--- src/rtl/core/rcml_pkg.sv ---
package rcml_pkg;

  localparam int TABLE_ENTRIES_DEF = 64;
  localparam int ADDR_BITS_DEF     = 48;

  localparam int SLOT_BITS   = 6;
  localparam int MERGE_BITS  = 7;
  localparam int STATUS_BITS = 3;
  localparam int SHIFT_BITS  = 5;
  localparam int PADDR_BITS  = 3;
  localparam int PDATA_BITS  = 32;

  localparam logic [SHIFT_BITS-1:0] PAGE_SHIFT_MIN   = 5'd12;
  localparam logic [SHIFT_BITS-1:0] PAGE_SHIFT_MAX   = 5'd30;
  localparam logic [SHIFT_BITS-1:0] PAGE_SHIFT_RESET = 5'd12;

  localparam logic REG_PAGE_SHIFT = 1'b0;

  localparam logic REQ_LOOKUP = 1'b0;
  localparam logic REQ_FLUSH  = 1'b1;

  typedef enum logic [STATUS_BITS-1:0] {
    ST_HIT      = 3'd0,
    ST_INSERTED = 3'd1,
    ST_FULL     = 3'd2,
    ST_FLUSHED  = 3'd3,
    ST_RANGE    = 3'd4
  } status_t;

endpackage

--- src/rtl/core/rcml_cfg.sv ---
module rcml_cfg (
  input  logic                            clk,
  input  logic                            rst,
  input  logic                            psel,
  input  logic                            penable,
  input  logic                            pwrite,
  input  logic [rcml_pkg::PADDR_BITS-1:0] paddr,
  input  logic [rcml_pkg::PDATA_BITS-1:0] pwdata,
  output logic [rcml_pkg::PDATA_BITS-1:0] prdata,
  output logic                            pready,
  output logic [rcml_pkg::SHIFT_BITS-1:0] page_shift
);

  logic sel_shift;

  assign sel_shift = (paddr[2] == rcml_pkg::REG_PAGE_SHIFT);
  assign pready    = 1'b1;
  assign prdata    = sel_shift ?
                     {{(rcml_pkg::PDATA_BITS-rcml_pkg::SHIFT_BITS){1'b0}}, page_shift} :
                     '0;

  always_ff @(posedge clk) begin
    if (rst) begin
      page_shift <= rcml_pkg::PAGE_SHIFT_RESET;
    end else if (psel && penable && pwrite && sel_shift) begin
      page_shift <= pwdata[rcml_pkg::SHIFT_BITS-1:0];
    end
  end

endmodule

--- config.mk ---
export PLATFORM = sky130hd
export DESIGN_NAME = rcml_cfg
export DESIGN_NICKNAME = d
export VERILOG_FILES = /design/src/rtl/core/rcml_pkg.sv /design/src/rtl/core/rcml_cfg.sv
export SDC_FILE = /design/constraint.sdc
export NUM_CORES = 1
export LEC_CHECK = 0
export CELL_PAD_IN_SITES_DETAIL_PLACEMENT = 0
export CELL_PAD_IN_SITES_GLOBAL_PLACEMENT = 1
export CORE_UTILIZATION = 30
export CTS_BUF_LIST = sky130_fd_sc_hd__clkbuf_8
export CTS_CLUSTER_DIAMETER = 40
export DETAILED_ROUTE_END_ITERATION = 16
export DONT_BUFFER_PORTS = 1
export GPL_TIMING_DRIVEN = 0
export MAX_ROUTING_LAYER = met4
export PLACE_DENSITY = 0.64
export SLEW_MARGIN = 10
export SYNTH_ARGS = -nofsm -noshare
export SYNTH_HDL_FRONTEND = slang
export SYNTH_SLANG_ARGS = --single-unit
--- constraint.sdc ---
create_clock -name clk -period 1 [get_ports clk]
set_clock_uncertainty 0.1 [all_clocks]
set_input_delay 0.15 -clock clk [delete_from_list [all_inputs] [get_ports clk]]
set_output_delay 0.15 -clock clk [all_outputs]
set_load 0.01 [all_outputs]
==> reports/results.tsv <==
metric	value	unit
drtIter0Drc	0	
setup_viol_count_final	5	
cts.path.max_buffers	2	
synth_edf_count	0	
violations	setup timing	
yosysWarnings	0	
worst_hold_slack	6.801	ps
synth.most_common_cell	buf_4	
reg_top3	page_shift (5)	
place_area	606.8	um2
diodes	0	
hp-class	input port to register	
fmaxAchievable	975.7	MHz
numCtsBuffers	3	
regMostFlops	page_shift	
netlist_instances	58	
cp_max_fo	3	
clkSinkCount	5	
syn_to_final_growth	40.67	%
ios	78	
synthFlopType	dfxtp_1	
htreeDepth	1	
clock_power_share	0.476	
worst_slack	-24.91	ps
max_cap_violations	0	
grt_pass1_wl	1.055	mm
final.setup.tns	-87.95	ps
vdd_drop_max	755.3	uV
cts-root-buf	clkbuf_8	
crit_buf_inv	0	
synth_area_leaders	buf_4 43%, dfxtp_1 20%, mux2i_1 10%, and2b_2 9.0%, nand2b_1 7.7%	
layout_min_cycle_time	1025	ps
wl_per_cell	7.514	um
synth_cell_types	10	
finalWeightedCongestion	0.5601	
finalHoldViolCount	0	
grtUsageTotal	0.08394	
combPwrFrac	0.239	
yosys_register_bits	5	
cts.reportedPaths.clkPinSlew	30	ps
worst_setup_path_start_kind	register	
fin_util	0.4568	
p_seq_frac	0.285	
crit_family	flip-flops	
die_h	42.38	um
rsz0062_at_grt	yes	
path_class	register to output port	
synth_top_cell_by_area	buf_4	
ys_seq_area_frac	0.2046	
busiest_layer	met2	
end_kind	output port	
antenna_found_initial	0	
rows	14	
reg2reg_slack	270	ps
vias_per_cell	3.206	
cellPowerDensity	1083	mW/mm2
synth.top_cell.area_share	0.4297	
arrival	770	ps
crit_path_max_incr_delay	340	ps
grtUsageMet1	0.06860	
fp.dieW	42.38	um
cts_tree	done	
final_cell_area	688.2	um2
use_met3	0.05172	
met2_usage	0.1477	
switching_share	0.2391	
core_area	0.001506	mm2
hpwl	655.2	um
run_status	finished, violations left	
period_share	1.025	
die-area	0.001796	mm2
synthArstFlopShare	0	
cts_setup_buffers	0	
vias	343	
clkLatencyLatePin	220	ps
syn_avg_cell_area	8.435	um2
ant_nets	0	
leakagePower	0.3897	nW
slew_viol_final	0	
grt_pass1_vias	264	
crit_path_cell_trace	and2b_2	
nFillCells	154	
layout-drive-gt1-share	0.4615	
gr-total-overflow	0	
syn_area	489.2	um2
drc	0	
first_pass_iters	1	
synth.cells.most_frequent	28 x buf_4, 6 x nand2b_1, 5 x and2b_2, 5 x dfxtp_1, 5 x mux2i_1	
wl	804	um
nets	132	
initial_core_util	0.3248	
port_buffers	0	
power.switching	0.1781	mW
largest_register_ffs	5	
cp_slowest_cell	dfxtp_2	
grt_max_degree	11	
p_int	0.5670	mW
worstPathRequired	750	ps
-- power by group through the flow --
stage	Sequential [mW]	Clock, mW	Combinational, mW
2_1_floorplan	0.213	0	0.160
3_3_place_gp	0.214	0	0.164
3_5_place_dp	0.214	0	0.165
4_1_cts	0.212	0.361	0.175
5_1_grt	0.213	0.376	0.193
6_report	0.212	0.355	0.178
-- logic make-up after synthesis --
| logic type | after synthesis | share of synthesized area |
|---|---|---|
| mux | 5 | 0.1023 |
| flops | 5 | 0.2046 |
| simple gates | 16 | 0.2174 |
| buf+inv | 30 | 0.4603 |
| other cells | 2 | 0.01535 |
-- metal layers --
metal	vias to the layer above	routed length (um)
met3	0	109
met2	25	406
li1	187	-
met4	0	0
met1	131	288
met5	-	0
-- placed cells by master, fill, tap and decap left out --
cell and instances:
clkbuf_8 3, and2b_2 5, conb_1 28, buf_1 1, buf_4 28, nor2_1 4, nand2b_1 6, buf_6 1
dlygate4sd3_1 3, inv_1 1, dfxtp_2 5, and4b_1 1, mux2i_1 5
-- area by class of cell --
class / count / area (um2) / share of cell area
buffer: 30 / 225.2 / 0.3273
clock buffer: 3 / 41.29 / 0.06000
clock inverter: 1 / 3.754 / 0.005455
multi-input combinational: 49 / 261.5 / 0.3800
sequential: 5 / 106.4 / 0.1545
tap: 16 / 20.02 / 0.02909
timing repair buffer: 3 / 30.03 / 0.04364
-- per-stage QoR --
step                worst slack [ps]  instances  power, mW
floorplan                      168.3         84     0.3732
global placement               127.9        100     0.3780
detailed placement             84.55        100     0.3792
CTS                           -31.57        107     0.7477
global route                  -41.00        107     0.7810
finish                        -24.91        107     0.7451
-- timing repair --
action / CTS / global route
hold buffers: 3 / 0
gates cloned: 0 / 0
endpoints found under the hold margin: 3 / 0
gates resized for setup: 5 / 0
setup endpoints to repair: 5 / 5
-- worst paths after layout --
path	from	end	cells after the start
worst max-delay path	page_shift[2]	prdata[2]	1
worst min-delay path	pwdata[3]	page_shift[3]	2
worst max register to register	page_shift[2]	page_shift[2]	2
worst min register to register	page_shift[0]	page_shift[0]	2
(Power assumes the default switching activity.)
